===== src/rtl/core/nsf_pkg.sv =====
// Package for the NMEA sentence framer: payload structs, frame type,
// operation codes, character constants and the hex digit helper.
// Depends on nothing; used by every module of the block.
`timescale 1ns / 1ps

package nsf_pkg;

	localparam logic [1:0] OP_DATA  = 2'd0;
	localparam logic [1:0] OP_FIELD = 2'd1;
	localparam logic [1:0] OP_END   = 2'd2;

	localparam logic [7:0] CH_DOLLAR = 8'h24;
	localparam logic [7:0] CH_COMMA  = 8'h2C;
	localparam logic [7:0] CH_STAR   = 8'h2A;
	localparam logic [7:0] CH_CR     = 8'h0D;
	localparam logic [7:0] CH_LF     = 8'h0A;

	localparam int unsigned FRAME_BYTES = 6;

	typedef struct packed {
		logic [1:0] op;
		logic [7:0] data_byte;
	} in_item_t;

	typedef struct packed {
		logic [7:0] out_byte;
		logic       last;
	} out_item_t;

	// Up to six bytes produced by one input transaction, plus their count.
	typedef struct packed {
		logic [FRAME_BYTES-1:0][7:0] bytes;
		logic [2:0]                  count;
	} frame_t;

	function automatic logic [7:0] hex_digit(input logic [3:0] nib);
		logic [7:0] r;
		if (nib < 4'd10) begin
			r = 8'h30 + {4'd0, nib};
		end else begin
			r = 8'h41 + {4'd0, nib} - 8'd10;
		end
		return r;
	endfunction

endpackage


===== src/rtl/core/nsf_framer.sv =====
// Input register, sentence state and frame builder of the NMEA framer.
// Depends on nsf_pkg.
`timescale 1ns / 1ps

module nsf_framer (
	input  logic              clk,
	input  logic              arst_n,
	input  logic              in_valid,
	output logic              in_ready,
	input  nsf_pkg::in_item_t in_item,
	output logic              frame_valid,
	input  logic              frame_ready,
	output nsf_pkg::frame_t   frame
);

	logic              valid_s1;
	nsf_pkg::in_item_t item_s1;
	logic              in_sentence_q;
	logic [7:0]        running_xor_q;
	logic              unused_op;
	logic              take;
	logic [4:0][7:0]   body;
	logic [2:0]        body_len;

	assign unused_op   = (item_s1.op != nsf_pkg::OP_DATA) && (item_s1.op != nsf_pkg::OP_FIELD)
		&& (item_s1.op != nsf_pkg::OP_END);
	assign frame_valid = valid_s1 && !unused_op;
	// An unused op code is dropped without waiting for the serializer.
	assign take        = valid_s1 && (unused_op || frame_ready);
	assign in_ready    = !valid_s1 || take;

	always_comb begin
		body     = '0;
		body_len = 3'd1;
		case (item_s1.op)
			nsf_pkg::OP_DATA: begin
				body[0] = item_s1.data_byte;
			end
			nsf_pkg::OP_FIELD: begin
				body[0] = nsf_pkg::CH_COMMA;
			end
			nsf_pkg::OP_END: begin
				body[0]  = nsf_pkg::CH_STAR;
				body[1]  = nsf_pkg::hex_digit(running_xor_q[7:4]);
				body[2]  = nsf_pkg::hex_digit(running_xor_q[3:0]);
				body[3]  = nsf_pkg::CH_CR;
				body[4]  = nsf_pkg::CH_LF;
				body_len = 3'd5;
			end
			default: begin
				body_len = 3'd0;
			end
		endcase
	end

	always_comb begin
		if (in_sentence_q) begin
			frame.bytes = {8'h00, body};
			frame.count = body_len;
		end else begin
			frame.bytes = {body, nsf_pkg::CH_DOLLAR};
			frame.count = body_len + 3'd1;
		end
	end

	always_ff @(posedge clk or negedge arst_n) begin
		if (!arst_n) begin
			valid_s1      <= 1'b0;
			in_sentence_q <= 1'b0;
			running_xor_q <= 8'h00;
		end else begin
			if (in_ready) begin
				valid_s1 <= in_valid;
			end
			if (take && !unused_op) begin
				case (item_s1.op)
					nsf_pkg::OP_DATA: begin
						running_xor_q <= running_xor_q ^ item_s1.data_byte;
						in_sentence_q <= 1'b1;
					end
					nsf_pkg::OP_FIELD: begin
						running_xor_q <= running_xor_q ^ nsf_pkg::CH_COMMA;
						in_sentence_q <= 1'b1;
					end
					default: begin
						running_xor_q <= 8'h00;
						in_sentence_q <= 1'b0;
					end
				endcase
			end
		end
	end

	always_ff @(posedge clk) begin
		if (in_ready && in_valid) begin
			item_s1 <= in_item;
		end
	end

endmodule


===== src/rtl/core/nsf_serializer.sv =====
// Frame register and byte serializer of the NMEA framer: holds one frame
// and hands its bytes out one transaction at a time. Depends on nsf_pkg.
`timescale 1ns / 1ps

module nsf_serializer (
	input  logic               clk,
	input  logic               arst_n,
	input  logic               frame_valid,
	output logic               frame_ready,
	input  nsf_pkg::frame_t    frame,
	output logic               out_valid,
	input  logic               out_ready,
	output nsf_pkg::out_item_t out_item
);

	logic                                 busy_q;
	logic [2:0]                           idx_q;
	logic [2:0]                           cnt_q;
	logic [nsf_pkg::FRAME_BYTES-1:0][7:0] bytes_q;
	logic                                 at_last;
	logic                                 load;

	assign at_last     = (idx_q == cnt_q - 3'd1);
	// The next frame loads in the cycle the last byte of this one leaves.
	assign frame_ready = !busy_q || (out_ready && at_last);
	assign load        = frame_valid && frame_ready;

	assign out_valid         = busy_q;
	assign out_item.out_byte = bytes_q[idx_q];
	assign out_item.last     = at_last;

	always_ff @(posedge clk or negedge arst_n) begin
		if (!arst_n) begin
			busy_q <= 1'b0;
			idx_q  <= 3'd0;
		end else if (load) begin
			busy_q <= 1'b1;
			idx_q  <= 3'd0;
		end else if (busy_q && out_ready) begin
			if (at_last) begin
				busy_q <= 1'b0;
			end else begin
				idx_q <= idx_q + 3'd1;
			end
		end
	end

	always_ff @(posedge clk) begin
		if (load) begin
			bytes_q <= frame.bytes;
			cnt_q   <= frame.count;
		end
	end

endmodule


===== src/rtl/core/nmea_sentence_framer.sv =====
// NMEA 0183 sentence framer: an input transaction is held in the framer's input
// register, then in the serializer's frame register, which drives its first byte.
// An item that yields N bytes occupies the serializer until its N bytes have left;
// plain data bytes inside a sentence therefore flow at one item per cycle while out_ready stays high.
// Reset (arst_n low) empties both stages and closes any open sentence.
// Depends on nsf_pkg, nsf_framer and nsf_serializer.
`timescale 1ns / 1ps

module nmea_sentence_framer (
	input  logic               clk,
	input  logic               arst_n,
	input  logic               in_valid,
	output logic               in_ready,
	input  nsf_pkg::in_item_t  in_item,
	output logic               out_valid,
	input  logic               out_ready,
	output nsf_pkg::out_item_t out_item
);

	logic            frame_valid;
	logic            frame_ready;
	nsf_pkg::frame_t frame;

	nsf_framer u_framer (
		.clk         (clk),
		.arst_n      (arst_n),
		.in_valid    (in_valid),
		.in_ready    (in_ready),
		.in_item     (in_item),
		.frame_valid (frame_valid),
		.frame_ready (frame_ready),
		.frame       (frame)
	);

	nsf_serializer u_serializer (
		.clk         (clk),
		.arst_n      (arst_n),
		.frame_valid (frame_valid),
		.frame_ready (frame_ready),
		.frame       (frame),
		.out_valid   (out_valid),
		.out_ready   (out_ready),
		.out_item    (out_item)
	);

endmodule


===== config.mk =====
export PLATFORM = sky130hd
export DESIGN_NAME = nmea_sentence_framer
export DESIGN_NICKNAME = d
export VERILOG_FILES = /design/src/rtl/core/nsf_pkg.sv /design/src/rtl/core/nsf_framer.sv /design/src/rtl/core/nsf_serializer.sv /design/src/rtl/core/nmea_sentence_framer.sv
export SDC_FILE = /design/constraint.sdc
export NUM_CORES = 1
export LEC_CHECK = 0
export BUFFER_PORTS_ARGS = -buffer_cell sky130_fd_sc_hd__buf_2
export CAP_MARGIN = 20
export CORE_MARGIN = 8
export CORE_UTILIZATION = 40
export CTS_BUF_LIST = sky130_fd_sc_hd__clkbuf_4 sky130_fd_sc_hd__clkbuf_8
export CTS_CLUSTER_SIZE = 30
export DETAILED_ROUTE_END_ITERATION = 8
export PLACE_DENSITY_LB_ADDON = 0.1
export SYNTH_ARGS = -nofsm -noshare
export SYNTH_HDL_FRONTEND = slang
export SYNTH_HIERARCHICAL = 1
export SYNTH_SLANG_ARGS = --single-unit

===== constraint.sdc =====
create_clock -name clk -period 4.2 [get_ports clk]
set_input_delay 0.21 -clock clk [delete_from_list [all_inputs] [get_ports clk]]
set_output_delay 0.21 -clock clk [all_outputs]
set_load 0.005 [all_outputs]

==> run_results.csv, run 1 <==
group,metric,value,unit
floorplan,die_area,12900,um^2
finish,num-fill-cells,848,
synthesis,synth_seq_cells,75,
sta,setup_ws,1.25,ns
finish,design_area,4180,um^2
clock_tree,clk_pin_slew,0.08,ns
floorplan,dieWidth,113,um
setup_path,r2r_slack,1.25,ns
routing,drtPass1Iterations,4,
sta,maxSlewHeadroom,49.9,%
synthesis,yosysWarningCount,6,
setup_path,worstPathArrival,2.93,ns
sta,worst_slew_pin_slew,0.752,ns
min_path,worstHoldStart,"in_item[4]",
floorplan,rows,35,
clock_tree,clk_path_buf_depth,2,
synthesis,synth_cell_type_count,53,
global_route,antenna_found_initial,0,
clock_tree,cts_max_level,3,
sta,setup-violations-final,0,
setup_path,path_max_fanout,13,
routing,viasPerCell,4.93,
floorplan,io_pins,25,
floorplan,core_area,9240,um^2
sta,fin_crit_sh,70.1,%
finish,drive_gt1_share,17.4,%
routing,wire_per_inst,15.6,um
finish,multiInputGateArea,1370,um^2
setup_path,crit_type,"flip-flop to flip-flop",
synthesis,syn_inst,305,
sta,rsz0062_at_grt,"false",
finish,final_common_cell,"edfxtp_1",
routing,antenna_left,0,
setup_path,timing.rr.end,"u_framer/item_s1[2]",
power_and_ir_drop,vdd_drop_max,0.000240,V
routing,post-route-drc-count,0,
min_path,min_delay_worst_endpoint,"u_framer/item_s1[4]",
global_route,track_usage,11.6,%
clock_tree,cts_setup_buffers,0,
global_route,overflow,0,
floorplan,initial_utilization,41.1,%
synthesis,synthArstFlopShare,18.7,%
setup_path,cp-start-kind,"flip-flop",
place,io_buffers,24,
clock_tree,clock_latency,0.35,ns
sta,fin_tns_setup,0,ns
routing,drt_iter0_drc,157,
finish,synthToLayoutAreaGrowth,9.88,%
min_path,hold_depth,1,
global_route,grt_pass1_wl,11400,um
status,status,"completed",
clock_tree,cts_tree,"built",
place,place_area,3950,um^2
clock_tree,cts.sinks,75,
setup_path,required,4.18,ns
synthesis,avgSynthCellArea,12.5,um^2
sta,final.min_clock_period,2.95,ns
power_and_ir_drop,p_leak,1.67,nW
sta,drv_slew,0,
finish,antenna_cells,0,
finish,seq_area,2180,um^2
routing,num_vias,2246,
synthesis,synth_flop_cell,"edfxtp_1",
power_and_ir_drop,powerDensity,698,nW/um^2
sta,max_freq,339,MHz
routing,postRouteWirelength,7120,um
synthesis,yosysSeqAreaShare,57.4,%
global_route,grt_max_degree,52,
finish,finalNonFillerCells,456,
place,gp_congestion,0.752,
floorplan,die_y,113,um
setup_path,r2r_start,"u_serializer/idx_q[2]",
place,placedCellCount,439,
sta,skew,0.0113,ns
sta,hold_violations,0,
clock_tree,cts_made_buffers,9,
min_path,hp-class,"input port to flip-flop",
run,maxCapViolations,0,
finish,most-common-layout-cells,"edfxtp_1, inv_1, buf_2, o22ai_1, nand2_1",
global_route,first_global_vias,2197,
clock_tree,cts_root_buf,"clkbuf_8",
finish,finalNetCount,346,
place,place_ws,1.25,ns
setup_path,r2r.worst_path.cells,6,
synthesis,netlist_area,3800,um^2
setup_path,crit_path_end_kind,"flip-flop",
synthesis,synth-edff-count,61,
place,dp_hpwl,5060,um
logic make-up after synthesis:
kind of cell,synth area share [%]
XOR/XNOR,1.32
other,0.0987
AND/OR/NAND/NOR,11.8
flip-flops,57.4
multiplexers,7.64
buffers and inverters,7.83
AO/OA/AOI/OAI,10.6
adder cells (fa/ha/maj),3.29
area by class of cell:
class	instances	area share, %
multi-input cells	182	32.8
clock inverters	7	2.22
inverters	27	2.43
repair buffers	27	3.48
well taps	129	3.86
clock buffers	9	2.97
flip-flops and latches	75	52.2
repair_timing:
item / in CTS / in global routing
hold buffers: 1 / 0
hold endpoints to repair: 14 / 0
gates resized for setup: 0 / 0
setup endpoints to repair: 0 / 0
report_power, final:
part           total (mW)  switching [mW]  internal (mW)
Sequential           1.27           0.202           1.07
Combinational        1.03           0.557          0.477
Clock               0.611           0.279          0.332
Total                2.92            1.04           1.88
worst max-delay path: stages (launching register included):
cell and delay [ns]:
dfrtp_1 0.60, xor3_1 0.54, nor3_4 0.27, a21oi_1 0.18
inv_1 0.18, and2b_1 0.23, nor2b_1 0.58
cell usage after synthesis (all sizes together), types with 2 or more instances:
library cell / n / area [um^2]
a211o: 5 / 43.8
a21boi: 2 / 15.0
a21o: 2 / 15.0
a21oi: 12 / 60.1
a31oi: 2 / 12.5
and2: 2 / 12.5
and3: 5 / 31.3
and4b: 2 / 20.0
buf: 28 / 181
clkbuf: 4 / 15.0
dfrtp: 14 / 350
edfxtp: 61 / 1830
ha: 10 / 125
inv: 27 / 101
mux2i: 11 / 110
mux4: 8 / 180
nand2: 18 / 67.6
nand2b: 4 / 25.0
nand3: 2 / 10.0
nand3b: 4 / 42.5
nand4: 2 / 12.5
nor2: 12 / 45.0
nor2b: 12 / 75.1
nor3: 4 / 31.3
o21ai: 10 / 61.3
o22ai: 19 / 119
or2: 2 / 12.5
xnor2: 3 / 26.3
worst max-delay path by stage:
stage / from / endpoint / slack (ns) / cells past startpoint
2_1_floorplan: u_serializer/cnt_q[0] / u_serializer/bytes_q[0] / 0.26 / 6
3_3_place_gp: u_serializer/idx_q[2] / u_framer/item_s1[6] / 1.28 / 6
3_5_place_dp: u_serializer/idx_q[2] / u_framer/item_s1[4] / 1.25 / 6
4_1_cts: u_serializer/idx_q[2] / u_framer/item_s1[2] / 1.21 / 6
5_1_grt: u_serializer/idx_q[2] / u_framer/item_s1[2] / 0.95 / 6
6_report: u_serializer/idx_q[2] / u_framer/item_s1[2] / 1.25 / 6
registers in the layout (all words and copies together), names as in the netlist:
signal	count
u_serializer/bytes_q	48
u_framer/item_s1	10
u_framer/running_xor_q	8
u_serializer/cnt_q	3
u_serializer/idx_q	3
u_framer/in_sentence_q	1
u_framer/valid_s1	1
u_serializer/out_valid	1
routing by layer:
layer / up-vias / wire [um] / GRT usage (%)
met2: 41 / 3270 / 18.4
met1: 1073 / 3480 / 14.5
met5: - / 0 / 0
met3: 13 / 258 / 2.59
met4: 0 / 106 / 6.13
li1: 1119 / - / -
per-stage QoR:
step	power, mW	util (%)	hold WS (ns)
after global routing	3.12	45.2	0.0136
final	2.92	45.2	0.0259
after CTS	2.95	45.2	0.0142
after floorplan	2.06	-	-0.0856
after global placement	2.33	42.7	0.152
after detailed placement	2.34	42.7	0.153
Power figures use the tool's default switching activity.
==> run 2: changes to the inputs <==
==> constraint.sdc (replaced) <==
create_clock -name clk -period 2.6 [get_ports clk]
set_input_delay 0.13 -clock clk [delete_from_list [all_inputs] [get_ports clk]]
set_output_delay 0.13 -clock clk [all_outputs]
set_load 0.005 [all_outputs]
==> run 2 against run 1 <==
  * Sequential share of layout area is 2.2 points lower
  * Final area up 4.4%
  * Clock skew up 0.0011 ns
  * Critical endpoint is now in_ready
  * Largest power group unchanged
==> run_results.csv, run 2 (synthesized netlist as in run 1, its figures left out) <==
group,metric,value,unit
sta,rsz0062_at_grt,"false",
global_route,antenna_found_initial,0,
finish,drive_gt1_share,18.8,%
setup_path,path_max_fanout,4,
clock_tree,cts_made_buffers,9,
finish,antenna_cells,0,
routing,num_vias,2303,
global_route,track_usage,11.9,%
clock_tree,clk_pin_slew,0.08,ns
finish,regMostFlops,"u_serializer/bytes_q",
floorplan,die_y,113,um
place,gp_congestion,0.774,
sta,fin_tns_setup,0,ns
setup_path,slowest_stage,"edfxtp_1",
routing,drt_iter0_drc,121,
global_route,met1_usage,15.0,%
sta,hold_violations,0,
clock_tree,clk_path_buf_depth,2,
sta,skew,0.0123,ns
floorplan,io_pins,25,
power_and_ir_drop,finalPower,4.80,mW
place,dp_hpwl,5170,um
place,placedCellCount,446,
power_and_ir_drop,p_leak,1.75,nW
finish,design_area,4360,um^2
finish,final_common_cell,"edfxtp_1",
finish,top_regs,"u_serializer/bytes_q x48, u_framer/item_s1 x10, u_framer/running_xor_q x8",
setup_path,crit_path_end_kind,"output port",
floorplan,rows,35,
status,status,"completed",
global_route,grt_max_degree,43,
setup_path,worstPathArrival,2.20,ns
global_route,use_met2,18.6,%
setup_path,cp-start-kind,"flip-flop",
power_and_ir_drop,vdd_drop_max,0.000451,V
finish,synthToLayoutAreaGrowth,14.7,%
place,io_buffers,24,
sta,final.min_clock_period,2.33,ns
clock_tree,cts_max_level,3,
routing,drtPass1Iterations,4,
floorplan,initial_utilization,41.1,%
floorplan,core_area,9240,um^2
sta,drv_slew,0,
run,maxCapViolations,0,
clock_tree,cts_tree,"built",
sta,fin_crit_sh,89.7,%
setup_path,critPathBufInv,4,
routing,postRouteWirelength,7260,um
global_route,busiest_layer,"met2",
finish,finalNonFillerCells,474,
global_route,overflow,0,
setup_path,slowest_delay,0.41,ns
clock_tree,cts.sinks,75,
finish,most-common-layout-cells,"edfxtp_1, inv_1, buf_2, o22ai_1, nand2_1",
finish,finalNetCount,364,
place,place_area,4020,um^2
power_and_ir_drop,powerDensity,1100,nW/um^2
min_path,hp-class,"input port to flip-flop",
clock_tree,clock_latency,0.35,ns
setup_path,crit_family,"flip-flops",
routing,viasPerCell,4.86,
clock_tree,cts_setup_buffers,0,
global_route,globalRouteMet3Util,3.96,%
routing,wire_per_inst,15.3,um
routing,antenna_left,0,
routing,post-route-drc-count,0,
floorplan,die_area,12900,um^2
setup_path,path_common_cell,"inv_1",
setup_path,required,2.47,ns
finish,largest_register_ff_count,48,
clock_tree,cts_root_buf,"clkbuf_8",
finish,num-fill-cells,839,
sta,setup-violations-final,0,
sta,max_freq,429,MHz
setup_path,crit_chain,"inv_1 > ha_1 > xnor2_1 > nor3_4 > a21oi_2 > inv_1 > and2b_1 > inv_1 > buf_2",
floorplan,dieWidth,113,um
setup_path,crit_type,"flip-flop to output port",
global_route,grt_pass1_wl,11800,um
global_route,first_global_vias,2253,
-- run 2: worst min-delay path, delay by kind of cell --
kind | cells | cell delay (ns)
AND/OR/NAND/NOR | 1 | 0.07
buffers and inverters | 1 | 0.12
AO/OA/AOI/OAI | 2 | 0.17
-- run 2: metrics by stage --
step	utilization, %	hold WS [ns]	setup slack [ns]
global route	47.2	0.178	0.108
finish	47.2	0.189	0.269
global placement	43.5	0.0741	0.347
CTS	47.2	0.173	0.0840
floorplan	-	-0.166	0.162
detailed placement	43.5	0.0650	0.260
-- run 2: repair_timing --
action | CTS | global route
hold endpoints to repair | 25 | 0
setup endpoints to repair | 0 | 1
gates resized for setup | 0 | 1
hold buffers | 12 | 0
-- run 2: final timing paths --
path | from | end | depth (start not counted) | slack (ns)
min in group asynchronous | arst_n | u_serializer/idx_q[2] | 2 | 0.22
worst min-delay path | out_ready | u_serializer/idx_q[2] | 4 | 0.19
worst min register to register | u_framer/item_s1[1] | u_framer/running_xor_q[1] | 2 | 0.64
worst max register to register | u_serializer/cnt_q[0] | u_framer/item_s1[5] | 9 | 0.32
max in group asynchronous | arst_n | u_framer/running_xor_q[6] | 2 | 2.12
worst max-delay path | u_serializer/cnt_q[0] | in_ready | 9 | 0.27
-- run 2: final cells by class --
cell class,instances,area [um^2],share of cell area [%]
sequential,75,2180,50.0
multi-input combinational,182,1370,31.5
timing repair buffer,45,320,7.34
tap,129,161,3.70
clock buffer,10,131,3.01
inverter,27,101,2.32
clock inverter,6,91.3,2.09
-- run 2: where the power goes --
| part | switching, mW | internal, mW |
|---|---|---|
| combinational | 0.978 | 0.838 |
| clock | 0.435 | 0.552 |
| sequential | 0.267 | 1.72 |
| total | 1.68 | 3.11 |
-- run 2: routing by layer --
layer / routed length, um / share of wire [%]
met5: 0 / 0
met2: 3330 / 46
met4: 123 / 1.7
met3: 238 / 3.3
met1: 3570 / 49
==> run 3: changes to the inputs <==
--- a/config.mk
+++ b/config.mk
@@ -12,7 +12,9 @@
 export CTS_BUF_LIST = sky130_fd_sc_hd__clkbuf_4 sky130_fd_sc_hd__clkbuf_8
 export CTS_CLUSTER_SIZE = 30
 export DETAILED_ROUTE_END_ITERATION = 8
-export PLACE_DENSITY_LB_ADDON = 0.1
+export PLACE_DENSITY = 0.68
+export RECOVER_POWER = 50
+export REMOVE_ABC_BUFFERS = 1
 export SYNTH_ARGS = -nofsm -noshare
 export SYNTH_HDL_FRONTEND = slang
 export SYNTH_HIERARCHICAL = 1
==> run 3 against run 2 <==
  * Utilization rose by 0.054 points
  * Wire length fell by 5.0%
  * Die area did not move
  * Hold slack improved by 0.0067 ns
  * Global-route usage fell by 0.37 points
  * Cell count fell by 0.42%
  * Final area rose by 0.11%
  * Sequential cell count did not move
  * Largest cell class unchanged
  * Sequential power barely moved
  * Via count rose by 1.5%
==> run_results.csv, run 3 (synthesized netlist as in run 1, its figures left out) <==
group,metric,value,unit
clock_tree,cts_made_buffers,9,
floorplan,initial_utilization,41.1,%
setup_path,critPathBufInv,2,
min_path,worstHoldStart,"out_ready",
sta,skew,0.0133,ns
sta,final.min_clock_period,2.35,ns
clock_tree,cts_tree,"built",
setup_path,crit_type,"flip-flop to flip-flop",
finish,most-common-layout-cells,"edfxtp_1, inv_1, buf_2, o22ai_1, nand2_1",
finish,finalNonFillerCells,472,
floorplan,rows,35,
place,io_buffers,24,
sta,holdWs,0.196,ns
clock_tree,cts_setup_buffers,0,
sta,worst_slew_pin_slew,0.840,ns
setup_path,worst-path-stages,7,
global_route,grt_max_degree,52,
floorplan,core_area,9240,um^2
finish,antenna_cells,0,
floorplan,io_pins,25,
global_route,track_usage,11.5,%
sta,maxSlewHeadroom,44.0,%
clock_tree,clk_path_buf_depth,2,
setup_path,timing.rr.end,"u_serializer/bytes_q[10]",
setup_path,r2r_start,"u_serializer/cnt_q[0]",
finish,top_regs,"u_serializer/bytes_q x48, u_framer/item_s1 x10, u_framer/running_xor_q x8",
global_route,antenna_found_initial,0,
power_and_ir_drop,p_leak,1.75,nW
clock_tree,cts_root_buf,"clkbuf_8",
routing,postRouteWirelength,6900,um
sta,fin_tns_setup,0,ns
sta,drv_slew,0,
place,gp_congestion,0.834,
power_and_ir_drop,vdd_drop_max,0.000443,V
setup_path,crit_family,"buffers and inverters",
finish,final_common_cell,"edfxtp_1",
finish,largest_register_ff_count,48,
setup_path,cp-start-kind,"flip-flop",
setup_path,crit_path_end_kind,"flip-flop",
setup_path,worstPathArrival,2.32,ns
setup_path,slowest_delay,0.56,ns
routing,antenna_left,0,
routing,wire_per_inst,14.6,um
run,maxCapViolations,0,
min_path,hp-class,"input port to flip-flop",
routing,drt_iter0_drc,149,
finish,synthToLayoutAreaGrowth,14.9,%
status,status,"completed",
setup_path,path_max_fanout,51,
clock_tree,clk_pin_slew,0.07,ns
clock_tree,clock_latency,0.35,ns
clock_tree,cts_max_level,3,
floorplan,die_y,113,um
place,placedCellCount,445,
routing,drtPass1Iterations,4,
global_route,first_global_vias,2355,
sta,fin_crit_sh,90.2,%
setup_path,r2r.worst_path.cells,7,
setup_path,slowest_stage,"clkbuf_4",
sta,rsz0062_at_grt,"false",
setup_path,r2r_slack,0.25,ns
routing,num_vias,2338,
finish,drive_gt1_share,16.9,%
place,dp_hpwl,4930,um
global_route,overflow,0,
min_path,min_delay_worst_endpoint,"u_serializer/idx_q[2]",
finish,finalNetCount,363,
sta,setup-violations-final,0,
routing,post-route-drc-count,0,
routing,viasPerCell,4.95,
sta,hold_violations,0,
setup_path,crit_chain,"inv_1 > ha_1 > xor3_1 > nor3_4 > a21oi_2 > nor2b_4 > clkbuf_4",
sta,setup_ws,0.255,ns
clock_tree,cts.sinks,75,
global_route,grt_pass1_wl,11600,um
floorplan,die_area,12900,um^2
sta,max_freq,426,MHz
power_and_ir_drop,finalPower,4.92,mW
setup_path,required,2.58,ns
min_path,hold_depth,4,
finish,regMostFlops,"u_serializer/bytes_q",
floorplan,dieWidth,113,um
power_and_ir_drop,powerDensity,1130,nW/um^2
place,place_ws,0.320,ns
[run 3: cell types whose count changed in the layout (fill, tap and decap cells not counted), sizes merged]
| cell | change |
|---|---|
| bufinv | +2 |
| buf | -8 |
| inv | +1 |
| clkinvlp | -3 |
| clkbuf | +6 |
[run 3: worst reg2reg max path, stage by stage (launching register included)]
cell and delay (ns):
edfxtp_1 0.40, inv_1 0.07, ha_1 0.15, xor3_1 0.26, nor3_4 0.27, a21oi_2 0.13
nor2b_4 0.11, clkbuf_4 0.56
[run 3: power breakdown]
part | internal (mW) | total (mW) | leakage [nW] | switching, mW
combinational | 0.805 | 1.76 | 0.895 | 0.960
clock | 0.734 | 1.16 | 0.130 | 0.423
sequential | 1.73 | 2.00 | 0.729 | 0.268
total | 3.27 | 4.92 | 1.75 | 1.65
[run 3: cell type report]
class                   instances  area (um^2)
fillers                       831         4870
clock inverters                 6          138
well taps                     129          161
repair buffers                 44          287
inverters                      27          101
flip-flops and latches         75         2180
multi-input cells             182         1370
clock buffers                   9          124
[run 3: worst max-delay path by stage]
stage,start,end,slack [ns]
after floorplan,u_serializer/idx_q[0],u_serializer/bytes_q[0],-1.58
after global placement,u_serializer/cnt_q[0],u_framer/item_s1[6],0.36
after detailed placement,u_serializer/cnt_q[0],u_framer/item_s1[4],0.32
after CTS,u_serializer/cnt_q[0],in_ready,0.11
after global routing,u_serializer/cnt_q[0],u_serializer/bytes_q[9],0.10
final,u_serializer/cnt_q[0],u_serializer/bytes_q[10],0.25
[run 3: stage by stage]
| stage | utilization [%] | instance area (um^2) |
|---|---|---|
| 3_5_place_dp | 43.4 | 4010 |
| 2_1_floorplan | - | 3650 |
| 3_3_place_gp | 43.4 | 4010 |
| 6_report | 47.3 | 4370 |
| 4_1_cts | 47.5 | 4390 |
| 5_1_grt | 47.3 | 4370 |
[run 3: per-layer routing]
layer  GRT usage (%)  part of all wire, %  up-vias
li1                -                    -     1155
met4            3.91                 0.74        0
met2            17.7                   46       67
met5               0                    0        -
met1            14.6                   47     1112
met3            4.28                  6.2        4
[run 3: repair_timing]
action,in CTS,in global routing
endpoints found under the hold margin,25,0
gates resized for setup,0,1
hold buffers,12,0
setup endpoints to repair,0,1
